$ cat src/hdl/hkct_pkg.sv
// shared types and constants for the hashed key counter table
// no dependencies
package hkct_pkg;

   localparam logic [1:0] OP_ADD   = 2'd0;
   localparam logic [1:0] OP_FIND  = 2'd1;
   localparam logic [1:0] OP_SET   = 2'd2;
   localparam logic [1:0] OP_CLEAR = 2'd3;

   localparam logic [31:0] HASH_FACTOR = 32'd2654435761;
   localparam int          HASH_SHIFT  = 10;
   localparam int          RSP_IDX_W   = 12;

   typedef struct packed {
      logic [31:0]          count;
      logic [RSP_IDX_W-1:0] entry_index;
      logic                 inserted;
      logic                 table_full;
   } rsp_type;

   localparam int RSP_W = $bits(rsp_type);

endpackage

$ cat src/hdl/hkct_front.sv
// front end: takes request transfers, hashes the key, feeds the command queue
// depends on hkct_pkg
module hkct_front #(
   parameter int BUCKET_BITS = 12,
   parameter int CMD_W       = 66 + BUCKET_BITS
) (
   input  logic             clock,
   input  logic             reset,
   input  logic             req_push,
   input  logic [1:0]       req_opcode,
   input  logic [31:0]      req_key,
   input  logic [31:0]      req_new_count,
   output logic             req_full,
   output logic             cmd_push,
   output logic [CMD_W-1:0] cmd_data,
   input  logic             cmd_full
);

   logic        valid_ff, valid_in;
   logic [1:0]  op_ff;
   logic [31:0] key_ff, nc_ff, product;
   logic        take;

   assign req_full = valid_ff && cmd_full;
   assign take     = req_push && !req_full;
   assign cmd_push = valid_ff && !cmd_full;

   // only the low 32 product bits reach the bucket field
   assign product  = key_ff * hkct_pkg::HASH_FACTOR;
   assign cmd_data = {op_ff, key_ff, nc_ff,
                      product[hkct_pkg::HASH_SHIFT +: BUCKET_BITS]};

   always_comb begin
      valid_in = valid_ff;
      if (take) begin
         valid_in = 1'b1;
      end else if (cmd_push) begin
         valid_in = 1'b0;
      end
   end

   always_ff @(posedge clock) begin
      if (reset) begin
         valid_ff <= 1'b0;
      end else begin
         valid_ff <= valid_in;
      end
   end

   always_ff @(posedge clock) begin
      if (take) begin
         op_ff  <= req_opcode;
         key_ff <= req_key;
         nc_ff  <= req_new_count;
      end
   end

endmodule

$ cat config.mk
export PLATFORM = sky130hd
export DESIGN_NAME = hkct_front
export DESIGN_NICKNAME = d
export VERILOG_FILES = /design/src/hdl/hkct_pkg.sv /design/src/hdl/hkct_front.sv
export SDC_FILE = /design/constraint.sdc
export NUM_CORES = 1
export LEC_CHECK = 0
export BUFFER_PORTS_ARGS = -buffer_cell sky130_fd_sc_hd__clkbuf_2
export CORE_AREA = 4 4 107 109
export DETAILED_ROUTE_END_ITERATION = 8
export DIE_AREA = 0 0 111 113
export PLACE_DENSITY_LB_ADDON = 0.1
export SLEW_MARGIN = 0
export SYNTH_ARGS = -nofsm -noshare
export SYNTH_HDL_FRONTEND = slang
export SYNTH_SLANG_ARGS = --single-unit
$ cat constraint.sdc
create_clock -name clock -period 6.3 [get_ports clock]
set_input_delay 0.315 -clock clock [delete_from_list [all_inputs] [get_ports clock]]
set_output_delay 0.315 -clock clock [all_outputs]
set_load 0.03 [all_outputs]
Word-level counts from Yosys, hierarchy flattened
Cells that the tools add are included.
{"block": "op_classes", "mul": 1, "mux": 2, "reduce_logical": 6}
{"op": "multiplier 32 x 32 -> 22 bit (second input constant)", "count": 1}
{"op": "logical AND 1 bit", "count": 3}
{"op": "logical NOT 1 bit", "count": 2}
{"op": "two-way mux 1 bit", "count": 2}
{"op": "nonzero test 2 bit", "count": 1}
{"block": "word_totals", "elab_cells": 13, "inputBits": 70, "reg_bits": 67}

Longest topological paths before layout
{"block": "logic_depth", "word_depth": 4, "depth_mapped": 19, "ltp_nobuf": 19}

Worst setup path before layout
OpenSTA, ideal clock, no wires.
{"block": "synth_path", "path_type": "reg2out", "start": "register key_ff[5]", "end": "output port cmd_data[9]", "t_arrival_ps": 5247, "stages_incl_launch_ff": 19, "slack_ps": 738, "required_ps": 5985, "path_cell_list": "edfxtp_1 > ha_1 > clkbuf_1 > xor2_1 > ha_1 > inv_1 > fa_1 > fa_1 > fa_1 > inv_1 > fa_1 > ha_1 > ha_1 > nand2_1 > nor2_1 > o21ai_0 > nand3b_1 > a21oi_1 > xnor2_1"}
{"block": "synth_via", "elab_chain_len": 1}
{"element": "from (decl)", "line_no": "hkct_front.sv:21", "rtl": "logic [31:0] key_ff, nc_ff, product;"}
{"element": "from (signal assigned)", "line_no": "hkct_front.sv:53", "rtl": "key_ff <= req_key;"}
{"element": "multiplier 32 x 32 -> 22 bit", "line_no": "hkct_front.sv:29", "rtl": "assign product = key_ff * hkct_pkg::HASH_FACTOR;"}
{"element": "to (decl)", "line_no": "hkct_front.sv:15", "rtl": "output logic [CMD_W-1:0] cmd_data,"}
Every way passes these cells.

Worst setup path in the final report
{"block": "layout_path", "start": "register key_ff[7]", "end": "output port cmd_data[11]"}
Same word-level chain as after synthesis.

==> flow_metrics.py <==
metrics = {
    "place": {
        "io_buffers": 149,
        "gp_congestion": 0.864,
        "dp.cells": 732,
        "post_dp_cell_area_um2": 6530,
        "hpwl_um": 11400,
    },
    "detailed_routing": {
        "dr.pass1.iters": 4,
        "vias": 3674,
        "wire_per_inst_um": 17.1,
        "wirelength_um": 13000,
        "post-route-drc-count": 0,
        "antenna_left": 0,
        "first_iter_violations": 93,
        "vias_per_cell": 4.83,
    },
    "logic_synthesis": {
        "yosysSeqAreaShare_pct": 36.0,
        "synth_area_um2": 5560,
        "synth.distinct_cells": 26,
        "syn_avg_cell_area_um2": 12.7,
        "synth-edff-count": 66,
        "ys_ff_latch": 67,
        "synth_cells": 438,
        "synth_ff_type": "edfxtp_1",
        "async_flop_share_pct": 0,
        "ys_warn_count": 0,
        "synth_nets": 662,
    },
    "clocking": {
        "cts_tree": "yes",
        "cts_root_buf": "clkbuf_8",
        "clock-sinks": 67,
        "cts_buffers": 9,
        "cts_buffer_depth": 2,
        "clk_latency_ns": 0.33,
        "clk_pin_slew_ns": 0.07,
        "cts_hold_buf": 0,
        "htreeDepth": 3,
    },
    "critical_path": {
        "path_buf_inv": 5,
        "path_depth": 18,
        "critical_path.cell_chain": "ha_1 -> fa_1 -> inv_1 -> fa_1 -> inv_1 -> fa_1 -> fa_1 -> inv_1 -> fa_1 -> inv_1 -> ha_1 -> ha_1 -> a21oi_1 -> a2bb2oi_1 -> nand3_1 -> a31oi_1 -> xnor2_1 -> clkbuf_2",
        "crit_path_max_incr_delay_ns": 0.57,
        "cp_slowest_cell": "fa_1",
        "reg2reg_depth": 3,
        "crit_type": "reg2out",
        "critPathArrivalTime_ns": 5.66,
        "cp_common_cell": "fa_1",
        "critPathMaxFanout": 5,
        "crit_family": "adder cells",
        "startpoint_type": "register",
        "critPathRequiredTime_ns": 5.98,
        "critPathCaptureType": "output port",
    },
    "floorplan": {
        "die_w_um": 111,
        "ios": 150,
        "coreArea_um2": 10600,
        "start_util_pct": 52.4,
        "num_rows": 38,
        "fp.dieArea_um2": 12500,
        "die_h_um": 113,
    },
    "sta": {
        "tns_ns": 0,
        "finalCriticalPeriod_ns": 5.98,
        "fin_worst_skew_ns": 0.00564,
        "finalHoldViolations": 0,
        "fmax_mhz": 167,
        "worst_slew_pin_slew_ns": 0.887,
        "finalMaxSlewViolations": 0,
        "finalCritPeriodShare_pct": 94.9,
        "finalSetupViolCount": 0,
        "slew_headroom_pct": 40.7,
    },
    "min_path": {
        "hp-class": "in2reg",
        "whs_path_depth": 2,
    },
    "global_routing": {
        "grt_pass1_vias": 4169,
        "grt_max_degree": 35,
        "grt_pass1_wl_um": 21700,
        "overflow": 0,
        "grt_usage_pct": 22.5,
        "grt_antenna_before_repair": 0,
    },
    "cells_and_area": {
        "diodes": 0,
        "stdcell_area_um2": 6820,
        "final_cells": 761,
        "nets": 840,
        "nFillCells": 853,
        "area_growth_pct": 22.7,
        "drive_above_1_share_pct": 29.8,
    },
    "job": {
        "drv_cap": 0,
    },
    "run_status": {
        "status": "finished, final reports clean",
    },
}
-- sequential cells by signal, summed over array words and instances (netlist names) --
name / flops
op_ff: 2
key_ff: 32
valid_ff: 1
nc_ff: 32
-- metal layers --
layer,track usage [%],wire [um],up-vias,part of all wire (%)
met3,5.08,772,17,5.9
met2,41.7,7030,111,54
met5,0,0,-,0
li1,-,-,1778,-
met4,6.65,249,0,1.9
met1,26.2,4990,1768,38
-- cell usage after synthesis (4+ instances only) --
cell type    n  area share [%]
xor2_1      19             3.0
edfxtp_1    66              36
a21oi_1     14             1.3
nand2_1      6            0.41
fa_1        62              22
nor2_1       8            0.54
o21ai_0      5            0.45
xnor2_1     31             4.9
ha_1        92              21
nand2b_1     4            0.45
nor3_1       6            0.54
inv_1      102             6.9
-- per-stage QoR --
step | worst slack [ns] | hold WS, ns | util, %
4_1_cts | 0.197 | 0.122 | 63.3
3_5_place_dp | 0.580 | 0.486 | 61.6
3_3_place_gp | 0.647 | 0.474 | 61.6
2_1_floorplan | 0.738 | 0.387 | -
6_report | 0.324 | 0.137 | 64.3
5_1_grt | -0.000698 | 0.118 | 64.3
-- timing repair --
item,CTS,global route
endpoints found under the setup margin,0,2
gates resized for setup,0,4
setup buffers,0,13
-- area by class of cell --
type	count	area (um^2)	share of cell area [%]
clock buffers	13	139	2.04
clock inverters	3	40.0	0.587
inverters	102	383	5.61
multi-input cells	268	3190	46.8
flip-flops and latches	67	2000	29.3
well taps	140	175	2.57
repair buffers	168	888	13.0
-- layout by cell type, fill, tap and decap left out, types with 3 or more instances in the layout --
cell	instances
inv_1	102
clkbuf_8	9
nor3_1	6
and2_1	3
xnor2_1	30
nand2_1	6
nand3_1	3
nor2_1	8
edfxtp_1	66
a21oi_1	14
ha_2	3
xor2_1	19
nand2b_1	4
clkbuf_1	4
clkbuf_2	149
o21ai_0	5
fa_1	62
ha_1	89
buf_4	19
-- logic make-up (layout without fill, tap and decap cells) --
group                      Yosys count  in the layout  synth area share (%)
DFF                                 67             67                  36.0
adders and majority gates          154            154                  43.0
and+or+nand+nor                     36             36                  3.24
buffers and inverters              103            286                  6.95
AOI/OAI and AO/OA                   28             28                  2.90
xor gates and xnor gates            50             50                  7.88
-- final timing paths --
| path | start | end | slack (ns) |
|---|---|---|---|
| max | key_ff[7]$_DFFE_PP_ | cmd_data[11] | 0.32 |
| min | reset | valid_ff$_SDFFE_PP0P_ | 0.14 |
| min reg2reg | valid_ff$_SDFFE_PP0P_ | valid_ff$_SDFFE_PP0P_ | 0.66 |
| max reg2reg | valid_ff$_SDFFE_PP0P_ | key_ff[25]$_DFFE_PP_ | 4.24 |
Power is not shown: default switching activity piles up to over one toggle a cycle in this logic, so the estimate is an artifact.
