==> src/hdl/hkct_fifo.sv <==
// small register fifo used between front, engine and result ports
// no dependencies
module hkct_fifo #(
   parameter int WIDTH = 8,
   parameter int DEPTH = 2
) (
   input  logic             clock,
   input  logic             reset,
   input  logic             push,
   input  logic [WIDTH-1:0] push_data,
   output logic             full,
   input  logic             pop,
   output logic [WIDTH-1:0] pop_data,
   output logic             empty
);

   localparam int PW = (DEPTH > 1) ? $clog2(DEPTH) : 1;
   localparam int CW = $clog2(DEPTH + 1);

   logic [WIDTH-1:0] slot_ff [DEPTH];
   logic [PW-1:0]    wr_ptr_ff, wr_ptr_in, rd_ptr_ff, rd_ptr_in;
   logic [CW-1:0]    count_ff, count_in;
   logic             do_push, do_pop;

   assign full     = (count_ff == CW'(DEPTH));
   assign empty    = (count_ff == '0);
   assign do_push  = push && !full;
   assign do_pop   = pop && !empty;
   assign pop_data = slot_ff[rd_ptr_ff];

   always_comb begin
      wr_ptr_in = wr_ptr_ff;
      rd_ptr_in = rd_ptr_ff;
      count_in  = count_ff;
      if (do_push) begin
         wr_ptr_in = (wr_ptr_ff == PW'(DEPTH - 1)) ? '0 : wr_ptr_ff + 1'b1;
      end
      if (do_pop) begin
         rd_ptr_in = (rd_ptr_ff == PW'(DEPTH - 1)) ? '0 : rd_ptr_ff + 1'b1;
      end
      if (do_push && !do_pop) begin
         count_in = count_ff + 1'b1;
      end else if (do_pop && !do_push) begin
         count_in = count_ff - 1'b1;
      end
   end

   always_ff @(posedge clock) begin
      if (reset) begin
         wr_ptr_ff <= '0;
         rd_ptr_ff <= '0;
         count_ff  <= '0;
      end else begin
         wr_ptr_ff <= wr_ptr_in;
         rd_ptr_ff <= rd_ptr_in;
         count_ff  <= count_in;
      end
   end

   always_ff @(posedge clock) begin
      if (do_push) begin
         slot_ff[wr_ptr_ff] <= push_data;
      end
   end

endmodule

==> config.mk <==
export PLATFORM = sky130hd
export DESIGN_NAME = hkct_fifo
export DESIGN_NICKNAME = d
export VERILOG_FILES = /design/src/hdl/hkct_fifo.sv
export SDC_FILE = /design/constraint.sdc
export NUM_CORES = 1
export LEC_CHECK = 0
export BUFFER_PORTS_ARGS = -buffer_cell sky130_fd_sc_hd__buf_2
export CELL_PAD_IN_SITES_DETAIL_PLACEMENT = 0
export CELL_PAD_IN_SITES_GLOBAL_PLACEMENT = 1
export CORE_ASPECT_RATIO = 1.4
export CORE_MARGIN = 10
export CORE_UTILIZATION = 42
export CTS_CLUSTER_SIZE = 25
export DETAILED_ROUTE_END_ITERATION = 16
export MAX_ROUTING_LAYER = met4
export PLACE_DENSITY_LB_ADDON = 0.1
export SLEW_MARGIN = 25
export SYNTH_ARGS = -nofsm -noshare
export SYNTH_HDL_FRONTEND = slang
export SYNTH_SLANG_ARGS = --single-unit
==> constraint.sdc <==
create_clock -name clock -period 2.82 [get_ports clock]
set_input_delay 0.141 -clock clock [delete_from_list [all_inputs] [get_ports clock]]
set_output_delay 0.141 -clock clock [all_outputs]
set_load 0.005 [all_outputs]
# Yosys cells after proc, flatten, opt, wreduce, memory -nomap -nowiden
# Memory sizes are Yosys's and may differ from the RTL's. A register that Yosys moved wholly into a read port is not among the register bits.
# Cells that the tools add are included.
# classes
reduce_logical	10
mux	8
add_sub_neg	4
eq_ne	1
# op_table
operator	count
1-bit two-way mux	6
1-bit logical AND	4
1-bit logical NOT	4
2-bit two-way mux	2
1-bit adder, second input constant	2
2-bit by 1-bit adder with 2-bit output, second input constant	1
2-bit == test, second input constant	1
2-bit logical NOT	1
2-bit nonzero test	1
2-bit by 1-bit subtractor with 2-bit output, second input constant	1
# word_totals
wordCells	27
ram_bits	16
input_bits	12
regBits	4
n_memories	1
output_inout_bits	10
# memory_table
memory	words	width	rd	rd_clocked_by_memory_dff	write_ports	line	rtl
slot_ff	2	8	1	1	1	20	logic [WIDTH-1:0] slot_ff [DEPTH];

# Depth between registers and ports, before layout
# Gate-level depths: netlist of the first run.
# logic_depth
ltp_word	7
mapped_depth	6
ltp_nobuf	6

# Least setup slack after synthesis of the first run
# OpenSTA, ideal clock, no wires.
# synth_timing
kind	reg-to-reg
start	register count_ff[0]
end	register count_ff[1]
t_required_ps	2750
path_stages_with_launch	5
setup_time_ps	70
n_path_buf	0
path_slack_ps	1365
t_arrival_ps	1386
period_less_slack_ps	1455
path_cell_list	dfxtp_1 -> o21ai_0 -> ha_1 -> or3_1 -> a21oi_1
# synth_via
elab_chain_len	6
elab_cells_between_ends	15
cone_classes	add/sub (2); eq/ne (1); mux (2); reduce/logical (10)
# synth_lines
item	line	rtl
start: declaration	22	logic [CW-1:0] count_ff, count_in;
start signal: assignment	56	count_ff <= count_in;
2-bit == test or 2-bit logical NOT (tied branches)	25, 26	
1-bit logical NOT, on equally long branches	27, 28	
1-bit logical AND, on equally long branches	27, 28	
1-bit logical NOT, on equally long branches	43, 41	
1-bit logical AND, on equally long branches	43, 41	
2-bit nonzero test (no line) or 2-bit two-way mux (tied branches)	-	
# Several ways; a longest one is shown, not always the timed one. The select of a mux whose other input is x is not followed.
# A chain may end at the register's enable or synchronous reset.

# Worst setup path after layout of the first run
# Same ends and word-level chain as after synthesis.

==> qor.txt, run 1 <==
Crit path launch -> count_ff[0]$_SDFFE_PP0P_
Max-Cap Viols -> 0
Floorplan die width -> 56.7 microns
Vias in the first global route -> 482
WP data required -> 3040 ps
Clk_lat worst skew -> 280 ps
DR iter-0 viols -> 13
CP Capture Type -> flip-flop
CTS tree -> yes
Final-report hold violation count -> 0
HP Class -> input port to flip-flop
Mapped Area -> 793 sq um
1st-pass router iterations -> 4
Routed WL -> 1270 microns
Syn Nets -> 63
Total power -> 0.787 mW
FP Rows -> 18
Mapped Cells -> 50
Nets -> 88
Vias -> 447
Syn avg cell area -> 15.9 sq um
Clock transition at path regs -> 100 ps
GRT Overall Usage -> 0.0615
Hold EP -> slot_ff[1][4]$_DFFE_PP_
Type of the worst setup path -> flip-flop to flip-flop
Io pins -> 22
Share of cells above drive strength 1 -> 0.446
Yosys Warn Count -> 0
Number of synthesized register bits -> 21
Setup tns final -> 0 ps
Full die area -> 4050 sq um
Worst slack, placed -> 1260 ps
Unrepaired setup endpoints after global routing -> no
Hold path cells -> 1
Number of CTS-inserted buffers -> 3
Critical Path Source Type -> flip-flop
RR Endpoint -> count_ff[1]$_SDFFE_PP0P_
Reg2reg start -> count_ff[0]$_SDFFE_PP0P_
Vert. Die Dim -> 71.4 microns
Pin count of the biggest net entering global routing -> 12
Fin area -> 945 sq um
Arrival time of the worst setup path -> 1790 ps
DRT antenna net count -> 0
Post-CTS Resized -> 0
Sink Count -> 21
HPWL Detailed -> 1010 microns
Most frequent cells in the layout -> 21 x buf_2, 16 x edfxtp_1, 8 x mux2_2, 5 x nor2_1, 5 x dfxtp_1
Placement-stage cell area -> 918 sq um
Pwr/cell area -> 833 nW/um^2
Post-CTS Repair Setup Buffers -> 0
First-pass GRT wire length -> 1930 microns
N_diodes -> 0
Placeable Area -> 1780 sq um
Final cycle utilization of the critical path -> 0.555
# fillers -> 159
Starting Density -> 0.446
FF-to-FF setup slack -> 1260 ps
Hold slack -> 41.1 ps
Worst Tran Pin Value -> 383 ps
Slew headroom -> 0.745
Wire length per cell -> 13.5 microns
H-Tree Depth -> 1
Fmax -> 639 MHz
Hold Startpoint -> push_data[4]
Final setup margin -> 1260 ps
Register area share after synthesis -> 0.732
Gpl congestion -> 0.694
Final setup vio count -> 0
# DRC -> 0
Drt via density -> 4.76
Initial antenna violation count -> 0
Final number of max-transition violations -> 0
Root Driver -> clkbuf_4
Min cycle time layout -> 1560 ps
Hold Buf Count CTS -> 0
Leakage -> 0.378 nW
Outcome -> completed
# port buffers -> 21
Gr ovfl total -> 0
Worst VDD drop -> 0.441 mV
Commonest non-fill, non-tap cell in the layout -> buf_2
CP max FO -> 5
Setup Skew -> 0.698 ps
Layout area overhead -> 19.1%
Synth cell types -> 13
R2R depth -> 4
Clk buf depth -> 2
## stage by stage
| stage | utilization | cells |
|---|---|---|
| 2_1_floorplan | - | 50 |
| 3_3_place_gp | 0.516 | 90 |
| 3_5_place_dp | 0.516 | 90 |
| 4_1_cts | 0.531 | 94 |
| 5_1_grt | 0.531 | 94 |
| 6_report | 0.531 | 94 |
## worst max-delay path, stage by stage (launching register included)
cell	delay, ps
dfxtp_1	370
o21ai_0	300
ha_1	320
or3_1	380
a21oi_1	140
## how the worst max path moves through the flow
stage / endpoint / slack (ps) / cells past startpoint
2_1_floorplan: count_ff[1]$_SDFFE_PP0P_ / 1360 / 4
3_3_place_gp: count_ff[1]$_SDFFE_PP0P_ / 1320 / 4
3_5_place_dp: count_ff[1]$_SDFFE_PP0P_ / 1260 / 4
4_1_cts: count_ff[1]$_SDFFE_PP0P_ / 1240 / 4
5_1_grt: count_ff[1]$_SDFFE_PP0P_ / 1140 / 4
6_report: count_ff[1]$_SDFFE_PP0P_ / 1260 / 4
## cells in the mapped netlist
cell,number,share of area
buf_2,1,0.0063
xor2_1,3,0.033
mux2_2,8,0.11
dfxtp_1,5,0.13
nor2b_2,1,0.011
nor2_1,5,0.024
or3_1,2,0.016
and2_1,1,0.0079
ha_1,1,0.016
o21ai_0,3,0.019
a21oi_1,2,0.013
inv_1,2,0.0095
edfxtp_1,16,0.61
## report_power, final
group          switching [mW]  internal [mW]  total, mW
combinational           0.103          0.120      0.224
clock                  0.0736         0.0548      0.128
sequential             0.0405          0.395      0.435
## cells by family after synthesis
| kind of cell | Yosys count | synth area share |
|---|---|---|
| DFF | 21 | 0.732 |
| AOI/OAI and AO/OA | 5 | 0.0315 |
| xor gates and xnor gates | 3 | 0.0331 |
| buffers and inverters | 3 | 0.0158 |
| muxes | 8 | 0.114 |
| adders and majority gates | 1 | 0.0158 |
| and+or+nand+nor | 9 | 0.0584 |
## area by class of cell
| class | instances | area [sq um] | share of cell area |
|---|---|---|---|
| tap | 20 | 25.0 | 0.0265 |
| timing repair buffer | 21 | 105 | 0.111 |
| sequential | 21 | 581 | 0.615 |
| clock buffer | 4 | 26.3 | 0.0278 |
| inverter | 2 | 7.51 | 0.00795 |
| multi-input combinational | 26 | 200 | 0.212 |
## flip-flops by register name (all words and copies together) (netlist names), named ones only
name / count
wr_ptr_ff: 1
rd_ptr_ff: 1
count_ff: 2
slot_ff: 16
## metal layers
metal / up-vias / global-route usage / routed length (microns)
met2: 14 / 0.115 / 657
met5: - / - / 0
li1: 229 / - / -
met4: 0 / 0.0314 / 10
met1: 202 / 0.0509 / 525
met3: 2 / 0.0229 / 76
No activity file was read; power rests on OpenSTA's default activity.
==> run 2: changes to the inputs <==
ABC_AREA = 1   (was not set)
CORE_UTILIZATION = 39   (was 42)
clock period = 1.6 ns   (was 2.82 ns; I/O delays follow)
==> qor.txt, run 2 <==
Outcome -> completed
First-pass GRT wire length -> 2540 microns
HPWL Detailed -> 1180 microns
Post-synth EDFFs -> 16
Final cycle utilization of the critical path -> 0.895
Seq pwr share -> 0.532
Count leader, synth -> edfxtp_1
Int Pwr -> 1.02 mW
Syn avg cell area -> 13.4 sq um
Arrival time of the worst setup path -> 1350 ps
Yosys Warn Count -> 0
Starting Density -> 0.415
Buffers & Inverters on Critical Path -> 1
Floorplan die width -> 59.0 microns
Vias in the first global route -> 603
Nets -> 110
Prevailing post-synth register cell -> edfxtp_1
Worst Tran Pin Value -> 352 ps
Vert. Die Dim -> 74.5 microns
Drt via density -> 4.74
Worst-path cell chain -> mux2_2 > buf_2
N_diodes -> 0
Share of cells above drive strength 1 -> 0.427
Mapped Area -> 828 sq um
DR iter-0 viols -> 12
Leakage -> 0.453 nW
Most frequent cells in the layout -> 21 x buf_2, 16 x edfxtp_1, 9 x nor2_1, 8 x mux2_2, 8 x dlygate4sd3_1
Clock network power share -> 0.167
Syn Nets -> 75
DRT antenna net count -> 0
Biggest register -> slot_ff
Synth cell types -> 16
Wire length per cell -> 12.7 microns
CP max FO -> 8
Register area share after synthesis -> 0.701
1st-pass router iterations -> 3
Number of CTS-inserted buffers -> 3
Pwr/cell area -> 1350 nW/um^2
Routed WL -> 1490 microns
Setup Skew -> 6.87 ps
Clk buf depth -> 2
Vias -> 554
Yosys top cell area share -> 0.580
Pin count of the biggest net entering global routing -> 13
Final setup vio count -> 0
Placeable Area -> 2000 sq um
Sink Count -> 21
Type of the worst setup path -> flip-flop to output pin
Gpl congestion -> 0.680
Combinational share of power -> 0.302
Worst VDD drop -> 0.778 mV
Setup tns final -> 0 ps
Net Sw Frac -> 0.301
Biggest regs -> slot_ff: 16 flops, count_ff: 2 flops
H-Tree Depth -> 1
Post-synth top area cell -> edfxtp_1
Dominant cells by area after synthesis -> edfxtp_1 58%, dfxtp_1 12%, mux2_2 11%
Max-Cap Viols -> 0
Top delay family on crit path -> flip-flops
Mapped Cells -> 62
CTS tree -> yes
Io pins -> 22
GRT Overall Usage -> 0.0754
Max incr delay on CP -> 550 ps
Clk_lat worst skew -> 290 ps
Slew headroom -> 0.765
HP Class -> input port to flip-flop
Post-CTS Repair Setup Buffers -> 0
# port buffers -> 21
Commonest non-fill, non-tap cell in the layout -> buf_2
Final number of max-transition violations -> 0
CP Capture Type -> output pin
Fmax -> 698 MHz
Critical path's slowest cell -> dfxtp_1
Largest register FFs -> 16
Number of synthesized register bits -> 21
Commonest cells in the netlist -> 16 x edfxtp_1, 9 x nor2_1, 8 x mux2_2
Final core utilization -> 0.540
Switch Pwr -> 0.439 mW
Initial antenna violation count -> 0
Clock transition at path regs -> 110 ps
Layout area overhead -> 30.2%
Final-report hold violation count -> 0
Async SR Flop Fraction -> 0
Root Driver -> clkbuf_4
WP data required -> 1520 ps
Min cycle time layout -> 1430 ps
# DRC -> 0
Gr ovfl total -> 0
Full die area -> 4390 sq um
Critical Path Source Type -> flip-flop
Unrepaired setup endpoints after global routing -> no
FP Rows -> 19
run 2: cell types whose count changed in the layout (fill, tap and decap cells not counted), sizes merged, moves of 2 or more:
cell	delta
o21ai	+2
xor2	-3
inv	+7
nand2	+4
nor2	+4
dlygate4sd3	+8
or3	-2
buf	+2
run 2: cell families (layout without fill, tap and decap cells):
| kind of cell | after synthesis | after routing | share of synthesized area |
|---|---|---|---|
| adders and majority gates | 1 | 1 | 0.0151 |
| DFF | 21 | 21 | 0.701 |
| and+or+nand+nor | 16 | 16 | 0.0831 |
| buffers and inverters | 10 | 44 | 0.0468 |
| muxes | 8 | 8 | 0.109 |
| AOI/OAI and AO/OA | 6 | 6 | 0.0453 |
run 2: routing by layer:
metal	share of wire	track usage	wire [microns]
met4	0.018	0.0460	27
met3	0.067	0.0256	100
met5	0	-	0
met2	0.52	0.133	780
met1	0.39	0.0665	581
run 2: final cells by class:
type | instances | area, sq um
Clock buffer | 3 | 22.5
Clock inverter | 1 | 5.00
Fill cell | 184 | 918
Inverter | 9 | 33.8
Multi-Input combinational cell | 31 | 209
Sequential cell | 21 | 582
Tap cell | 21 | 26.3
Timing Repair Buffer | 31 | 200
run 2: path summary, 6_finish.rpt:
path	from	cells after the start	slack [ps]	end
worst max register to register	count_ff[0]$_SDFFE_PP0P_	8	190	count_ff[1]$_SDFFE_PP0P_
worst min register to register	wr_ptr_ff$_SDFFE_PP0N_	2	520	wr_ptr_ff$_SDFFE_PP0N_
worst max-delay path	flip-flop	2	170	pop_data[1]
worst min-delay path	reset	4	70	count_ff[1]$_SDFFE_PP0P_
run 2: power groups by stage:
stage,logic (mW),registers [mW],clock network [mW]
CTS,0.453,0.777,0.251
detailed placement,0.435,0.790,0
global route,0.507,0.790,0.278
floorplan,0.300,0.753,0
global placement,0.430,0.787,0
finish,0.441,0.776,0.243
run 2: stage by stage:
stage                     std cells  hold WS (ps)  area (sq um)  power (mW)  setup slack, ps
after floorplan                  62           179           828        1.05              279
final                           117          68.7          1080        1.46              168
after detailed placement        105           272           970        1.23              145
after global routing            117          78.3          1080        1.58             22.0
after CTS                       117          66.8          1080        1.48              123
after global placement          105           268           970        1.22              170
run 2: worst register-to-register path, stage by stage, from the launching register on:
cell and delay (ps):
dfxtp_1 410, o21ai_2 250, inv_2 60, ha_1 270
inv_1 100, nand3_1 90, nand2_1 60, inv_1 30
nor2_1 80
run 2: repair_timing:
item	in CTS	in global routing
hold buffers	8	0
endpoints found under the hold margin	16	0
endpoints found under the setup margin	0	1
gates resized for setup	0	1
==> run 3: changes to the inputs <==
ABC_AREA = not set   (was 1)
==> qor.txt, run 3 (synthesis results as in run 1) <==
Root Driver -> clkbuf_4
GRT Overall Usage -> 0.0745
Worst Tran Pin Value -> 367 ps
Nets -> 97
Pin count of the biggest net entering global routing -> 13
Final number of max-transition violations -> 0
Vias -> 512
# fillers -> 186
Type of the worst setup path -> flip-flop to flip-flop
Share of cells above drive strength 1 -> 0.446
Io pins -> 22
Layout area overhead -> 31.4%
Leakage -> 0.421 nW
Post-CTS Repair Setup Buffers -> 0
Full die area -> 4260 sq um
Pwr/cell area -> 1390 nW/um^2
Critical path's slowest cell -> or3_1
Routed WL -> 1470 microns
DR iter-0 viols -> 4
Largest register FFs -> 16
Outcome -> completed
Worst VDD drop -> 0.830 mV
Starting Density -> 0.407
Final core utilization -> 0.535
Biggest regs -> slot_ff: 16 flops, count_ff: 2 flops
Placeable Area -> 1950 sq um
# DRC -> 0
CP max FO -> 5
Vert. Die Dim -> 73.4 microns
WP data required -> 1820 ps
Clk_lat worst skew -> 290 ps
Critical Path Source Type -> flip-flop
CTS tree -> yes
Gr ovfl total -> 0
FP Rows -> 19
Commonest non-fill, non-tap cell in the layout -> buf_2
Clk buf depth -> 2
Setup tns final -> 0 ps
Final setup margin -> 130 ps
Worst slack, placed -> 72.9 ps
CP Capture Type -> flip-flop
Vias in the first global route -> 596
Max-Cap Viols -> 0
Crit path launch -> count_ff[1]$_SDFFE_PP0P_
Floorplan die width -> 58.1 microns
Placed Instances -> 92
Unrepaired setup endpoints after global routing -> no
HP Class -> input port to flip-flop
First-pass GRT wire length -> 2480 microns
Sink Count -> 21
# port buffers -> 21
Most frequent cells in the layout -> 21 x buf_2, 16 x edfxtp_1, 8 x mux2_2, 8 x dlygate4sd3_1, 5 x nor2_1
Fmax -> 680 MHz
Hold slack -> 7.58 ps
DRT antenna net count -> 0
H-Tree Depth -> 1
Arrival time of the worst setup path -> 1690 ps
Wire length per cell -> 14.2 microns
1st-pass router iterations -> 3
N_diodes -> 0
Final cycle utilization of the critical path -> 0.919
Final setup vio count -> 0
Final-report hold violation count -> 0
Reg area -> 583 sq um
Biggest register -> slot_ff
Gpl congestion -> 0.652
Number of CTS-inserted buffers -> 3
Drt via density -> 4.92
Initial antenna violation count -> 0
Reg2reg start -> count_ff[1]$_SDFFE_PP0P_
Worst-path cell chain -> nor2b_4 > nor2_1 > ha_1 > or3_1 > a21oi_1
Max incr delay on CP -> 380 ps
Setup Skew -> 3.68 ps
Multi-input gate area in the final layout -> 205 sq um
HPWL Detailed -> 1110 microns
Slew headroom -> 0.755
Min cycle time layout -> 1470 ps
Hold Startpoint -> reset
Non-filler instance count after layout -> 104
Clock transition at path regs -> 110 ps
run 3: cell types whose count changed in the layout (fill, tap and decap cells not counted), sizes merged:
| cell | change |
|---|---|
| nand4 | -1 |
| o21ai | -2 |
| buf | -1 |
| nor2b | +1 |
| inv | -7 |
| a21oi | +1 |
| nand2 | -4 |
| nand3 | -1 |
| nor2 | -4 |
| xor2 | +3 |
| or3 | +2 |
run 3: cell type report:
type,instances,share of cell area
clock inverter,1,0.00480
sequential,21,0.559
multi-input combinational,26,0.197
inverter,2,0.00720
timing repair buffer,30,0.185
tap,21,0.0252
clock buffer,3,0.0216
run 3: critical path, delay by kind of cell (launching register included):
| family | cells | cell delay, ps |
|---|---|---|
| and+or+nand+nor | 3 | 600 |
| DFF | 1 | 370 |
| adders and majority gates | 1 | 310 |
| AOI/OAI and AO/OA | 1 | 140 |
run 3: power breakdown:
part           internal, mW  switching, mW  total, mW
clock network        0.0928          0.146      0.239
logic                 0.244          0.183      0.427
registers             0.701         0.0779      0.779
total                  1.04          0.408       1.45
run 3: path summary, 6_finish.rpt:
kind	to	slack, ps	cells past startpoint
hold / removal	count_ff[1]$_SDFFE_PP0P_	8	2
setup / recovery	count_ff[1]$_SDFFE_PP0P_	130	5
hold reg to reg	wr_ptr_ff$_SDFFE_PP0N_	500	2
setup reg to reg	count_ff[1]$_SDFFE_PP0P_	130	5
run 3: metrics by stage:
stage / instance area, sq um / total power, mW
floorplan: 793 / 1.03
global placement: 927 / 1.19
detailed placement: 927 / 1.20
CTS: 1030 / 1.45
global route: 1040 / 1.55
finish: 1040 / 1.45
run 3: routing by layer:
layer	vias to the layer above	wire length, microns	GRT usage
met1	247	561	0.0644
met3	4	80	0.0224
met2	15	814	0.146
li1	246	-	-
met5	-	0	-
met4	0	16	0.0236
run 3: repair_timing:
action | 4_1_cts | 5_1_grt
setup endpoints to repair | 0 | 1
hold buffers | 8 | 0
endpoints found under the hold margin | 16 | 0
gates resized for setup | 0 | 4
